## src/rtl/sss_pkg.sv

```systemverilog
// Shared types and constants for the storage stack selector.
// Used by sss_select, sss_total and storage_stack_selector_top; no dependencies.

package sss_pkg;

   // Stack geometry
   localparam int NUM_STACKS = 12;
   localparam int STACK_W    = 4;
   localparam int COUNT_W    = 6;
   localparam int LIMIT_W    = 5;
   localparam int TOTAL_W    = 9;
   localparam int STATUS_W   = 2;
   localparam int REQ_W      = 3;

   localparam logic [STACK_W-1:0] NO_STACK = 4'd12;

   typedef logic signed [COUNT_W-1:0] count_type;
   typedef count_type [NUM_STACKS-1:0] count_array_type;

   localparam count_type COUNT_MAX = 6'sb011111;
   localparam count_type COUNT_MIN = 6'sb100000;

   // Request codes
   localparam logic [REQ_W-1:0] REQ_WRITE  = 3'd0;
   localparam logic [REQ_W-1:0] REQ_SLIDER = 3'd1;
   localparam logic [REQ_W-1:0] REQ_TAKE   = 3'd2;
   localparam logic [REQ_W-1:0] REQ_STORE  = 3'd3;
   localparam logic [REQ_W-1:0] REQ_INC    = 3'd4;
   localparam logic [REQ_W-1:0] REQ_DEC    = 3'd5;

   // Status codes
   localparam logic [STATUS_W-1:0] ST_OK      = 2'd0;
   localparam logic [STATUS_W-1:0] ST_SLIDER  = 2'd1;
   localparam logic [STATUS_W-1:0] ST_BAY     = 2'd2;
   localparam logic [STATUS_W-1:0] ST_INVALID = 2'd3;

   // Register indexes
   localparam logic CSR_LOWER_LIMIT = 1'b0;
   localparam logic CSR_UPPER_LIMIT = 1'b1;

   // Outcome of a take or store selection
   typedef struct packed {
      logic [STATUS_W-1:0] status;
      logic [STACK_W-1:0]  stack;
   } sel_result_type;

endpackage

```

## src/rtl/sss_select.sv

```systemverilog
// Take and store selection over the twelve stack counts (combinational).
// Depends on sss_pkg.

module sss_select (
   input  sss_pkg::count_array_type      counts,
   input  logic                          slider_ext,
   input  logic [sss_pkg::LIMIT_W-1:0]   lower_limit,
   input  logic [sss_pkg::LIMIT_W-1:0]   upper_limit,
   input  logic                          is_store,
   output sss_pkg::sel_result_type       result
);

   // Count at or above an unsigned limit
   function automatic logic at_limit(sss_pkg::count_type c,
                                     logic [sss_pkg::LIMIT_W-1:0] lim);
      return $signed({c[sss_pkg::COUNT_W-1], c}) >= $signed({2'b00, lim});
   endfunction

   // Largest of three, lowest index wins a tie
   function automatic logic [sss_pkg::STACK_W-1:0] max3(sss_pkg::count_type a,
                                                       sss_pkg::count_type b,
                                                       sss_pkg::count_type c,
                                                       logic [sss_pkg::STACK_W-1:0] base);
      logic [sss_pkg::STACK_W-1:0] idx;
      sss_pkg::count_type          best;
      idx  = base;
      best = a;
      if (b > best) begin
         idx  = base + 4'd1;
         best = b;
      end
      if (c > best) begin
         idx = base + 4'd2;
      end
      return idx;
   endfunction

   // Smallest of three visited in order, first visited wins a tie
   function automatic logic [sss_pkg::STACK_W-1:0] min3(sss_pkg::count_type ca,
                                                       sss_pkg::count_type cb,
                                                       sss_pkg::count_type cc,
                                                       logic [sss_pkg::STACK_W-1:0] ia,
                                                       logic [sss_pkg::STACK_W-1:0] ib,
                                                       logic [sss_pkg::STACK_W-1:0] ic);
      logic [sss_pkg::STACK_W-1:0] idx;
      sss_pkg::count_type          best;
      idx  = ia;
      best = ca;
      if (cb < best) begin
         idx  = ib;
         best = cb;
      end
      if (cc < best) begin
         idx = ic;
      end
      return idx;
   endfunction

   logic                            neg_lo, neg_hi, zero_lo, zero_hi;
   logic                            full_lo, full_hi, full_c;
   logic [3:0]                      grp_pos, grp_nz;
   logic [sss_pkg::STACK_W-1:0]     min_a, min_b, min_c, min_d;
   sss_pkg::sel_result_type         take_res, store_res;

   // Per-half and per-group flags
   always_comb begin
      neg_lo  = 1'b0;
      neg_hi  = 1'b0;
      zero_lo = 1'b1;
      zero_hi = 1'b1;
      full_lo = 1'b1;
      full_hi = 1'b1;
      for (int i = 0; i < 6; i++) begin
         neg_lo  = neg_lo | counts[i][sss_pkg::COUNT_W-1];
         zero_lo = zero_lo & (counts[i] == '0);
         full_lo = full_lo & at_limit(counts[i], lower_limit);
         neg_hi  = neg_hi | counts[i+6][sss_pkg::COUNT_W-1];
         zero_hi = zero_hi & (counts[i+6] == '0);
         full_hi = full_hi & at_limit(counts[i+6], upper_limit);
      end
      full_c = at_limit(counts[6], upper_limit) & at_limit(counts[7], upper_limit) &
               at_limit(counts[8], upper_limit);
      for (int g = 0; g < 4; g++) begin
         grp_pos[g] = (counts[3*g] > 0) | (counts[3*g+1] > 0) | (counts[3*g+2] > 0);
         grp_nz[g]  = (counts[3*g] != '0) | (counts[3*g+1] != '0) | (counts[3*g+2] != '0);
      end
      min_a = min3(counts[2], counts[1], counts[0], 4'd2, 4'd1, 4'd0);
      min_b = min3(counts[5], counts[4], counts[3], 4'd5, 4'd4, 4'd3);
      min_c = min3(counts[8], counts[7], counts[6], 4'd8, 4'd7, 4'd6);
      min_d = min3(counts[9], counts[10], counts[11], 4'd9, 4'd10, 4'd11);
   end

   // Take: fullest stack in the first group holding items
   always_comb begin
      take_res.status = sss_pkg::ST_OK;
      take_res.stack  = sss_pkg::NO_STACK;
      if (slider_ext ? neg_hi : neg_lo) begin
         take_res.status = sss_pkg::ST_INVALID;
      end else if (!slider_ext && zero_lo) begin
         take_res.status = zero_hi ? sss_pkg::ST_BAY : sss_pkg::ST_SLIDER;
      end else if (slider_ext && zero_hi) begin
         take_res.status = sss_pkg::ST_BAY;
      end else begin
         for (int g = 3; g >= 0; g--) begin
            if (grp_pos[g]) begin
               take_res.stack = max3(counts[3*g], counts[3*g+1], counts[3*g+2],
                                     sss_pkg::STACK_W'(3*g));
            end
         end
      end
   end

   // Store: emptiest stack, with the group fallback rules
   always_comb begin
      store_res.status = sss_pkg::ST_OK;
      store_res.stack  = sss_pkg::NO_STACK;
      if (slider_ext ? neg_hi : neg_lo) begin
         store_res.status = sss_pkg::ST_INVALID;
      end else if (slider_ext && full_hi) begin
         store_res.status = sss_pkg::ST_SLIDER;
      end else if (!slider_ext && full_lo) begin
         store_res.status = sss_pkg::ST_BAY;
      end else if (grp_nz[0]) begin
         if (at_limit(counts[min_a], lower_limit)) begin
            store_res.status = sss_pkg::ST_BAY;
         end else begin
            store_res.stack = min_a;
         end
      end else if (grp_nz[1]) begin
         store_res.stack = at_limit(counts[min_b], lower_limit) ? 4'd2 : min_b;
      end else if (grp_nz[2]) begin
         if (at_limit(counts[min_c], upper_limit) != slider_ext) begin
            store_res.stack = slider_ext ? min_c : 4'd5;
         end else begin
            store_res.status = sss_pkg::ST_SLIDER;
         end
      end else if (grp_nz[3]) begin
         if (!slider_ext) begin
            store_res.status = sss_pkg::ST_SLIDER;
         end else begin
            store_res.stack = at_limit(counts[min_d], upper_limit) ? 4'd8 : min_d;
         end
      end else if (!slider_ext) begin
         if (!full_c) begin
            store_res.status = sss_pkg::ST_SLIDER;
         end else begin
            store_res.stack = 4'd5;
         end
      end else begin
         store_res.stack = 4'd11;
      end
   end

   assign result = is_store ? store_res : take_res;

endmodule

```

## src/rtl/sss_total.sv

```systemverilog
// Sum of the positive stack counts (combinational).
// Depends on sss_pkg.

module sss_total (
   input  sss_pkg::count_array_type      counts,
   output logic [sss_pkg::TOTAL_W-1:0]   total
);

   logic [sss_pkg::TOTAL_W-1:0] half_lo, half_hi;

   // Two six-input sums, negative counts dropped
   always_comb begin
      half_lo = '0;
      half_hi = '0;
      for (int i = 0; i < 6; i++) begin
         if (!counts[i][sss_pkg::COUNT_W-1]) begin
            half_lo = half_lo + sss_pkg::TOTAL_W'(unsigned'(counts[i]));
         end
         if (!counts[i+6][sss_pkg::COUNT_W-1]) begin
            half_hi = half_hi + sss_pkg::TOTAL_W'(unsigned'(counts[i+6]));
         end
      end
      total = half_lo + half_hi;
   end

endmodule

```

## src/rtl/storage_stack_selector_top.sv

```systemverilog
// Storage stack selector: top level with request register, stack state and result register.
// Depends on sss_pkg, sss_select and sss_total.
//
// Usage:
//   Requests enter on req_tvalid/req_tready; req_tuser carries the request code,
//   req_tdata the stack number, count value and slider position. Each request
//   gives exactly one result on rsp_tvalid/rsp_tready: status, current stack,
//   its count and the total of positive counts after the request.
//   The stack limits are written on the csr_ port (index 0 lower, 1 upper);
//   csr_ready is always high. Write them only while no request is in flight.
// Flow and throughput:
//   A request accepted into the request register is processed against the stack
//   state combinationally once the result register can advance, and its result
//   is then written into the result register and offered on rsp_tvalid. One
//   request per cycle is sustained while rsp_tready stays high; the work is one
//   pass of the selection compare logic and the twelve-input count adder.
// Reset:
//   All counts zero, slider retracted, no stack chosen, both limits 8,
//   both channels empty.
// Stall:
//   While rsp_tready is low the result holds; one more request can wait in the
//   request register, after which req_tready drops.

module storage_stack_selector_top (
   input  logic         clock,
   input  logic         reset,
   // request channel
   input  logic         req_tvalid,
   output logic         req_tready,
   input  logic [15:0]  req_tdata,   // stack_sel[3:0], count_value[9:4], slider_value[10], zero
   input  logic [2:0]   req_tuser,   // req_type[2:0]
   // result channel
   output logic         rsp_tvalid,
   input  logic         rsp_tready,
   output logic [23:0]  rsp_tdata,   // status[1:0], chosen_stack[5:2], chosen_level[11:6],
                                     // total_items[20:12], zero
   // configuration channel
   input  logic         csr_valid,
   output logic         csr_ready,
   input  logic         csr_index,
   input  logic [4:0]   csr_data
);

   // Request register
   logic                              s1_vld_ff, s1_vld_in;
   logic [sss_pkg::REQ_W-1:0]         s1_type_ff;
   logic [sss_pkg::STACK_W-1:0]       s1_sel_ff;
   sss_pkg::count_type                s1_cnt_ff;
   logic                              s1_slider_ff;

   // Stack state
   sss_pkg::count_array_type          counts_ff, counts_in;
   logic                              slider_ff, slider_in;
   logic [sss_pkg::STACK_W-1:0]       cur_ff, cur_in;
   logic [sss_pkg::LIMIT_W-1:0]       llim_ff, llim_in, ulim_ff, ulim_in;

   // Result register
   logic                              rsp_vld_ff, rsp_vld_in;
   logic [sss_pkg::STATUS_W-1:0]      rsp_status_ff, rsp_status_in;
   logic [sss_pkg::STACK_W-1:0]       rsp_stack_ff;
   sss_pkg::count_type                rsp_level_ff, rsp_level_in;
   logic [sss_pkg::TOTAL_W-1:0]       rsp_total_ff, total_in;

   logic                              req_accept, out_adv, fire;
   sss_pkg::sel_result_type           sel_res;

   // Handshake
   assign out_adv    = !rsp_vld_ff || rsp_tready;
   assign fire       = s1_vld_ff && out_adv;
   assign req_tready = !s1_vld_ff || out_adv;
   assign req_accept = req_tvalid && req_tready;
   assign csr_ready  = 1'b1;

   assign s1_vld_in  = req_accept ? 1'b1 : (fire ? 1'b0 : s1_vld_ff);
   assign rsp_vld_in = fire ? 1'b1 : (rsp_tready ? 1'b0 : rsp_vld_ff);

   // Selection and sum
   sss_select u_select (
      .counts      (counts_ff),
      .slider_ext  (slider_ff),
      .lower_limit (llim_ff),
      .upper_limit (ulim_ff),
      .is_store    (s1_type_ff == sss_pkg::REQ_STORE),
      .result      (sel_res)
   );

   sss_total u_total (
      .counts (counts_in),
      .total  (total_in)
   );

   // Limit register writes
   always_comb begin
      llim_in = llim_ff;
      ulim_in = ulim_ff;
      if (csr_valid && csr_ready) begin
         unique case (csr_index)
            sss_pkg::CSR_LOWER_LIMIT: llim_in = csr_data;
            sss_pkg::CSR_UPPER_LIMIT: ulim_in = csr_data;
            default:                  llim_in = llim_ff;
         endcase
      end
   end

   // State update for the request in the request register
   always_comb begin
      counts_in     = counts_ff;
      slider_in     = slider_ff;
      cur_in        = cur_ff;
      rsp_status_in = sss_pkg::ST_OK;
      if (fire) begin
         unique case (s1_type_ff)
            sss_pkg::REQ_WRITE: begin
               if (s1_sel_ff < sss_pkg::STACK_W'(sss_pkg::NUM_STACKS)) begin
                  counts_in[s1_sel_ff] = s1_cnt_ff;
               end
            end
            sss_pkg::REQ_SLIDER: begin
               slider_in = s1_slider_ff;
            end
            sss_pkg::REQ_TAKE, sss_pkg::REQ_STORE: begin
               cur_in        = sel_res.stack;
               rsp_status_in = sel_res.status;
            end
            sss_pkg::REQ_INC: begin
               if (cur_ff != sss_pkg::NO_STACK && counts_ff[cur_ff] != sss_pkg::COUNT_MAX) begin
                  counts_in[cur_ff] = counts_ff[cur_ff] + 6'sd1;
               end
            end
            sss_pkg::REQ_DEC: begin
               if (cur_ff != sss_pkg::NO_STACK && counts_ff[cur_ff] != sss_pkg::COUNT_MIN) begin
                  counts_in[cur_ff] = counts_ff[cur_ff] - 6'sd1;
               end
            end
            default: begin
               cur_in = cur_ff;
            end
         endcase
      end
      rsp_level_in = (cur_in != sss_pkg::NO_STACK) ? counts_in[cur_in] : '0;
   end

   // Control and state registers
   always_ff @(posedge clock) begin
      if (reset) begin
         s1_vld_ff  <= 1'b0;
         rsp_vld_ff <= 1'b0;
         counts_ff  <= '0;
         slider_ff  <= 1'b0;
         cur_ff     <= sss_pkg::NO_STACK;
         llim_ff    <= 5'd8;
         ulim_ff    <= 5'd8;
      end else begin
         s1_vld_ff  <= s1_vld_in;
         rsp_vld_ff <= rsp_vld_in;
         counts_ff  <= counts_in;
         slider_ff  <= slider_in;
         cur_ff     <= cur_in;
         llim_ff    <= llim_in;
         ulim_ff    <= ulim_in;
      end
   end

   // Payload registers
   always_ff @(posedge clock) begin
      if (req_accept) begin
         s1_type_ff   <= req_tuser;
         s1_sel_ff    <= req_tdata[3:0];
         s1_cnt_ff    <= req_tdata[9:4];
         s1_slider_ff <= req_tdata[10];
      end
      if (fire) begin
         rsp_status_ff <= rsp_status_in;
         rsp_stack_ff  <= cur_in;
         rsp_level_ff  <= rsp_level_in;
         rsp_total_ff  <= total_in;
      end
   end

   assign rsp_tvalid = rsp_vld_ff;
   assign rsp_tdata  = {3'b000, rsp_total_ff, rsp_level_ff, rsp_stack_ff, rsp_status_ff};

   // Checks
   a_stack_range: assert property (@(posedge clock) disable iff (reset)
      cur_ff <= sss_pkg::NO_STACK)
      else $error("current stack out of range");

   a_fail_no_stack: assert property (@(posedge clock) disable iff (reset)
      rsp_vld_ff && rsp_status_ff != sss_pkg::ST_OK |-> rsp_stack_ff == sss_pkg::NO_STACK)
      else $error("failed selection left a stack chosen");

   a_none_level: assert property (@(posedge clock) disable iff (reset)
      rsp_vld_ff && rsp_stack_ff == sss_pkg::NO_STACK |-> rsp_level_ff == '0)
      else $error("level reported with no stack chosen");

   a_total_max: assert property (@(posedge clock) disable iff (reset)
      rsp_vld_ff |-> rsp_total_ff <= 9'd372)
      else $error("total above twelve full stacks");

   a_quiet_state: assert property (@(posedge clock) disable iff (reset)
      !fire |=> $stable(counts_ff) && $stable(cur_ff) && $stable(slider_ff))
      else $error("stack state changed without a request");

endmodule

```

## config.mk

```make
export PLATFORM = sky130hd
export DESIGN_NAME = storage_stack_selector_top
export DESIGN_NICKNAME = d
export VERILOG_FILES = /design/src/rtl/sss_pkg.sv /design/src/rtl/sss_select.sv /design/src/rtl/sss_total.sv /design/src/rtl/storage_stack_selector_top.sv
export SDC_FILE = /design/constraint.sdc
export NUM_CORES = 1
export LEC_CHECK = 0
export BUFFER_PORTS_ARGS = -buffer_cell sky130_fd_sc_hd__buf_4
export CAP_MARGIN = 20
export CELL_PAD_IN_SITES_DETAIL_PLACEMENT = 0
export CELL_PAD_IN_SITES_GLOBAL_PLACEMENT = 1
export CORE_MARGIN = 2
export CORE_UTILIZATION = 43
export CTS_BUF_LIST = sky130_fd_sc_hd__clkbuf_16
export CTS_CLUSTER_SIZE = 28
export DETAILED_ROUTE_END_ITERATION = 10
export PLACE_DENSITY_LB_ADDON = 0.1
export SLEW_MARGIN = 20
export SYNTH_ARGS = -nofsm -noshare
export SYNTH_HDL_FRONTEND = slang
export SYNTH_HIERARCHICAL = 1
export SYNTH_SLANG_ARGS = --single-unit
export TNS_END_PERCENT = 10
```

## constraint.sdc

```tcl
create_clock -name clock -period 26.3 [get_ports clock]
set_input_delay 1.315 -clock clock [delete_from_list [all_inputs] [get_ports clock]]
set_output_delay 1.315 -clock clock [all_outputs]
set_load 0.01 [all_outputs]
```

Yosys cells after proc, flatten, opt, wreduce, memory -nomap -nowiden. Index checks and enable logic that the tools add are counted.

Add/sub/neg operators: 13. Multipliers: 0. Div/mod/pow operators: 0. Order comparisons: 54. Equal/unequal tests: 10. Shifts and indexed selects: 0. Multiplexer cells: 119. Bitwise operators: 47. Reductions and logical operators: 46.

Operators by type and width (number): $mux W72 (4); $bwmux W72 (3); $mux W6 (36); $pmux W72 S3 (1); $bmux W6 S4 (6); $mux W4 (26); $ge A6 B6 Y1 (16); $mux W9 (10); $add A9 B6 Y9 (8); $gt A6 B1 Y1 const B (12); $logic_not A6 Y1 (12); $reduce_bool A6 Y1 (12); $demux W6 S4 (2); $gt A6 B6 Y1 (8); $lt A6 B6 Y1 (8); $lt A4 B5 Y1 const B (7); $mux W2 (16); $or A1 B1 Y1 (26); $and A1 B1 Y1 (20); $add A5 B6 Y7 (2); $ne A6 B6 Y1 const B (2); $mux W1 (11); $logic_and A1 B1 Y1 (10); $mux W5 (2); other kinds (18) (29).

Bits in registers: 124. Latch bits: 0. RAM bits: 0. ROM bits: 0. Bits of input ports: 30. Output and inout bits: 27. Logic and storage cells: 315. Memories kept: 0.

Logic depth before layout (Yosys ltp).
Depth after elaboration: 24. Gate-level depth with buffers: 54. Mapped depth without buffers: 50.

Cells and area by module. The synthesis kept the hierarchy.

Modules (own cells, without submodules): storage_stack_selector_top (times used 1, cells an instance 1209, area an instance 9567.9 µm², sequential area each 2832.7 µm²); sss_select (times used 1, cells an instance 729, area an instance 5333.9 µm², sequential area each 0.0 µm²); sss_total (times used 1, cells an instance 454, area an instance 3513.4 µm², sequential area each 0.0 µm²).

Worst setup path after synthesis. Ideal clock, no wire load.

Kind: input port to flip-flop. From: input rsp_tready. To: register rsp_total_ff[8] (netlist bit), data pin. Library setup time: 268 ps. Arrival time: 9923 ps. Required time: 26032 ps. Setup slack: 16110 ps. Stages on the path: 39. Path buffers: 3. Cell sequence: nor2b_1 > nor2_1 > nand2_1 > clkbuf_1 > clkbuf_1 > clkbuf_1 > a21oi_1 > nor2_1 > nor2_1 > and2b_2 > ha_1 > inv_1 > fa_1 > o21ai_0 > fa_1 > mux2_2 > ha_1 > a21oi_1 > [3 not listed] > mux2_2 > ha_1 > nand2_1 > o21ai_0 > o21a_1 > nor2_1 > xor2_1 > nor2_1 > a21o_1 > ha_1 > nor2_1 > nor4_1 > mux2_2 > a22oi_1 > xor2_1 > ha_1 > a21oi_1 > xnor3_1.

RTL lines: from (decl) (line storage_stack_selector_top.sv:34) `input logic rsp_tready,`; to (signal assigned) (line storage_stack_selector_top.sv:176) `rsp_total_ff <= total_in;`; to (decl) (line storage_stack_selector_top.sv:62) `logic [sss_pkg::TOTAL_W-1:0] rsp_total_ff, total_in;`.

==> flow_metrics.tcl <==
set metrics [dict create \
    outcome "finished clean" \
    core-area_mm2 0.0421 \
    cts_tree "done" \
    critPathKind "flop to flop" \
    top_layer "met4" \
    final_nets 2700 \
    dr.pass1.iters 6 \
    switching_power_mw 0.197 \
    ys_async_sr_fraction_pct 0 \
    reg2reg_slack_ps 14600 \
    maxSlewViolCount 0 \
    vias_per_cell 6.59 \
    power-per-cell-area_mw_per_mm2 30.4 \
    grt_setup_unrepaired "false" \
    slowest_stage "buf_4" \
    syn_area_per_cell_um2 7.70 \
    grt_use_total_pct 35.1 \
    synthTopCellsByArea "ha_1 16%, dfxtp_1 9.7%, mux2i_1 6.5%" \
    final_layout_size_suffix_gt1_share_pct 11.2 \
    grt_pass1_wl_mm 116 \
    switching_share_pct 32.2 \
    required_ps 26530 \
    place.gp.congestion 1.01 \
    path_max_fanout 47 \
    cts_resized 0 \
    clk_pin_slew_worst_paths_ps 60 \
    die_x_um 211 \
    finClkSkew_ps 18.4 \
    htreeDepth 4 \
    min_path_type "flop to flop" \
    overflow 0 \
    synth_common_cells "256 x nor2_1, 238 x ha_1, 179 x nand2_1, 166 x a21oi_1, 151 x inv_1" \
    final_cells 2973 \
    synth_edf_count 35 \
    drtIter0Drc 2113 \
    drcViolationCount 0 \
    final.min_clock_period_ps 11700 \
    place.port_buffers 47 \
    combPwrFrac_pct 22.1 \
    clock_power_share_pct 43.5 \
    cp.arrival_ps 11930 \
    seq_area_frac_synth_pct 15.4 \
    synth_flop_cell "dfxtp_1" \
    fmax_mhz 85.4 \
    dpl.hpwl_mm 57.3 \
    numCtsBuffers 17 \
    yosysWarningCount 6 \
    dp.cells 2941 \
    tns_ps 0 \
    core.rowCount 75 \
    met3_length_mm 8.29 \
    drv_cap 0 \
    ant_nets 0 \
    vias 19600 \
    clock-sinks 124 \
    post_cts_buffers 0 \
    p_int_mw 0.414 \
    start_kind "flop" \
    initial_utilization_pct 43.7 \
    wire_per_inst_um 26.4 \
    syn_area_mm2 0.0184 \
    ioPinCount 57 \
    synthDominantCellAreaShare_pct 16.2 \
    area_growth_syn_to_layout_pct 9.23 \
    synth.most_common_cell "nor2_1" \
    timing.final.crit_share_pct 44.5 \
    slew_headroom_pct 21.7 \
    synth-seq-cells 124 \
    cts-root-buf "clkbuf_16" \
    crit_top_cell "ha_1" \
    dr_wl_met2_mm 33.8 \
    grt_max_degree 90 \
    antenna_found_initial 0 \
    finalHoldViolCount 0 \
    final_util_pct 47.7 \
    met1_length_mm 31.3 \
    critical_path.max_stage_delay_ps 570 \
    yosys.area.top_type "ha_1" \
    antenna_cells 0 \
    p_leak_nw 8.34 \
    ys_types 130 \
    clk_latency_ps 500 \
    syn_inst 2392 \
    setup_violations 0 \
    peakVddDrop_uv 64.7 \
    grt_pass1_vias 18500 \
    clk_path_buf_depth 2 \
    worstMarginPinSlew_ps 1170 \
    end_kind "flop" \
    die_h_um 211 \
    dieArea_mm2 0.0445 \
    p_seq_share_pct 34.4 \
    postCtsHoldBufs 0 \
    finalWirelength_mm 78.5 \
]
-- per-stage QoR --
stage / cell area [um^2] / total power [mW] / hold WS, ps / setup WS, ps
after global placement: 19500 / 0.343 / 448 / 14970
after global routing: 20100 / 0.632 / 490 / 13960
after detailed placement: 19500 / 0.346 / 450 / 14720
after floorplan: 18400 / 0.304 / 435 / 16110
after CTS: 20100 / 0.611 / 466 / 14690
final: 20100 / 0.611 / 463 / 14600
-- registers in the layout, indices dropped and copies added (netlist names) --
register and flops:
s1_type_ff 3, s1_sel_ff 4, rsp_tvalid 1, counts_ff 72
s1_slider_ff 1, ulim_ff 5, rsp_total_ff 9, rsp_status_ff 2
cur_ff 4, llim_ff 5, s1_vld_ff 1, slider_ff 1
rsp_level_ff 6, rsp_stack_ff 4, s1_cnt_ff 6
-- layout by cell type (no fill, tap or decap), types with 34 or more instances in the layout --
cell type,instances
dfxtp_1,88
a21oi_1,166
xnor2_1,34
nand3_1,62
a21o_1,42
edfxtp_1,35
nor3_1,65
nor2_1,253
o21ai_0,133
inv_1,153
nand2_1,178
mux2_2,34
a31oi_1,39
nand2b_1,37
ha_1,238
buf_4,117
mux2i_1,120
nor2b_1,78
-- per-layer routing --
metal,track usage (%),vias to the layer above
met1,44.4,9236
li1,-,8960
met4,21.4,0
met3,8.53,305
met2,54.0,1095
met5,0,-
-- final cells by class --
cell class              instances  area [um^2]
multi-input cells            2005        14500
fillers                      4270        22000
flip-flops and latches        124         2830
inverters                     156          586
clock inverters                13          160
repair buffers                117          878
clock buffers                  19          475
well taps                     539          674
-- cells by family after synthesis --
group / after synthesis / synth area share, %
fa+ha+maj: 253 / 17.6
xor+xnor: 47 / 2.35
mux: 160 / 9.15
buf+inv: 265 / 6.09
other cells: 2 / 0.0408
compound gates: 738 / 28.0
simple gates: 803 / 21.4
flops: 124 / 15.4
-- worst paths after layout --
path | from | to | depth (start not counted)
max | cur_ff[1]$_SDFF_PP0_ | rsp_total_ff[8]$_DFFE_PP_ | 43
min | ulim_ff[1]$_SDFFE_PP0P_ | ulim_ff[1]$_SDFFE_PP0P_ | 2
max reg2reg | cur_ff[1]$_SDFF_PP0_ | rsp_total_ff[8]$_DFFE_PP_ | 43
min reg2reg | ulim_ff[1]$_SDFFE_PP0P_ | ulim_ff[1]$_SDFFE_PP0P_ | 2
-- critical path, delay by kind of cell (launching register included) --
family | cells | cell delay (ps)
xor gates and xnor gates | 4 | 810
buffers and inverters | 3 | 880
DFF | 1 | 310
and+or+nand+nor | 12 | 2400
muxes | 4 | 1120
adders and majority gates | 8 | 2570
AOI/OAI and AO/OA | 12 | 3280
-- power groups by stage --
stage	Clock, mW	Sequential, mW	Combinational, mW
after floorplan	0	0.210	0.0932
after global placement	0	0.214	0.129
after detailed placement	0	0.214	0.132
after CTS	0.268	0.210	0.133
after global routing	0.275	0.210	0.147
final	0.266	0.210	0.135
No activity file was read; power rests on OpenSTA's default activity.
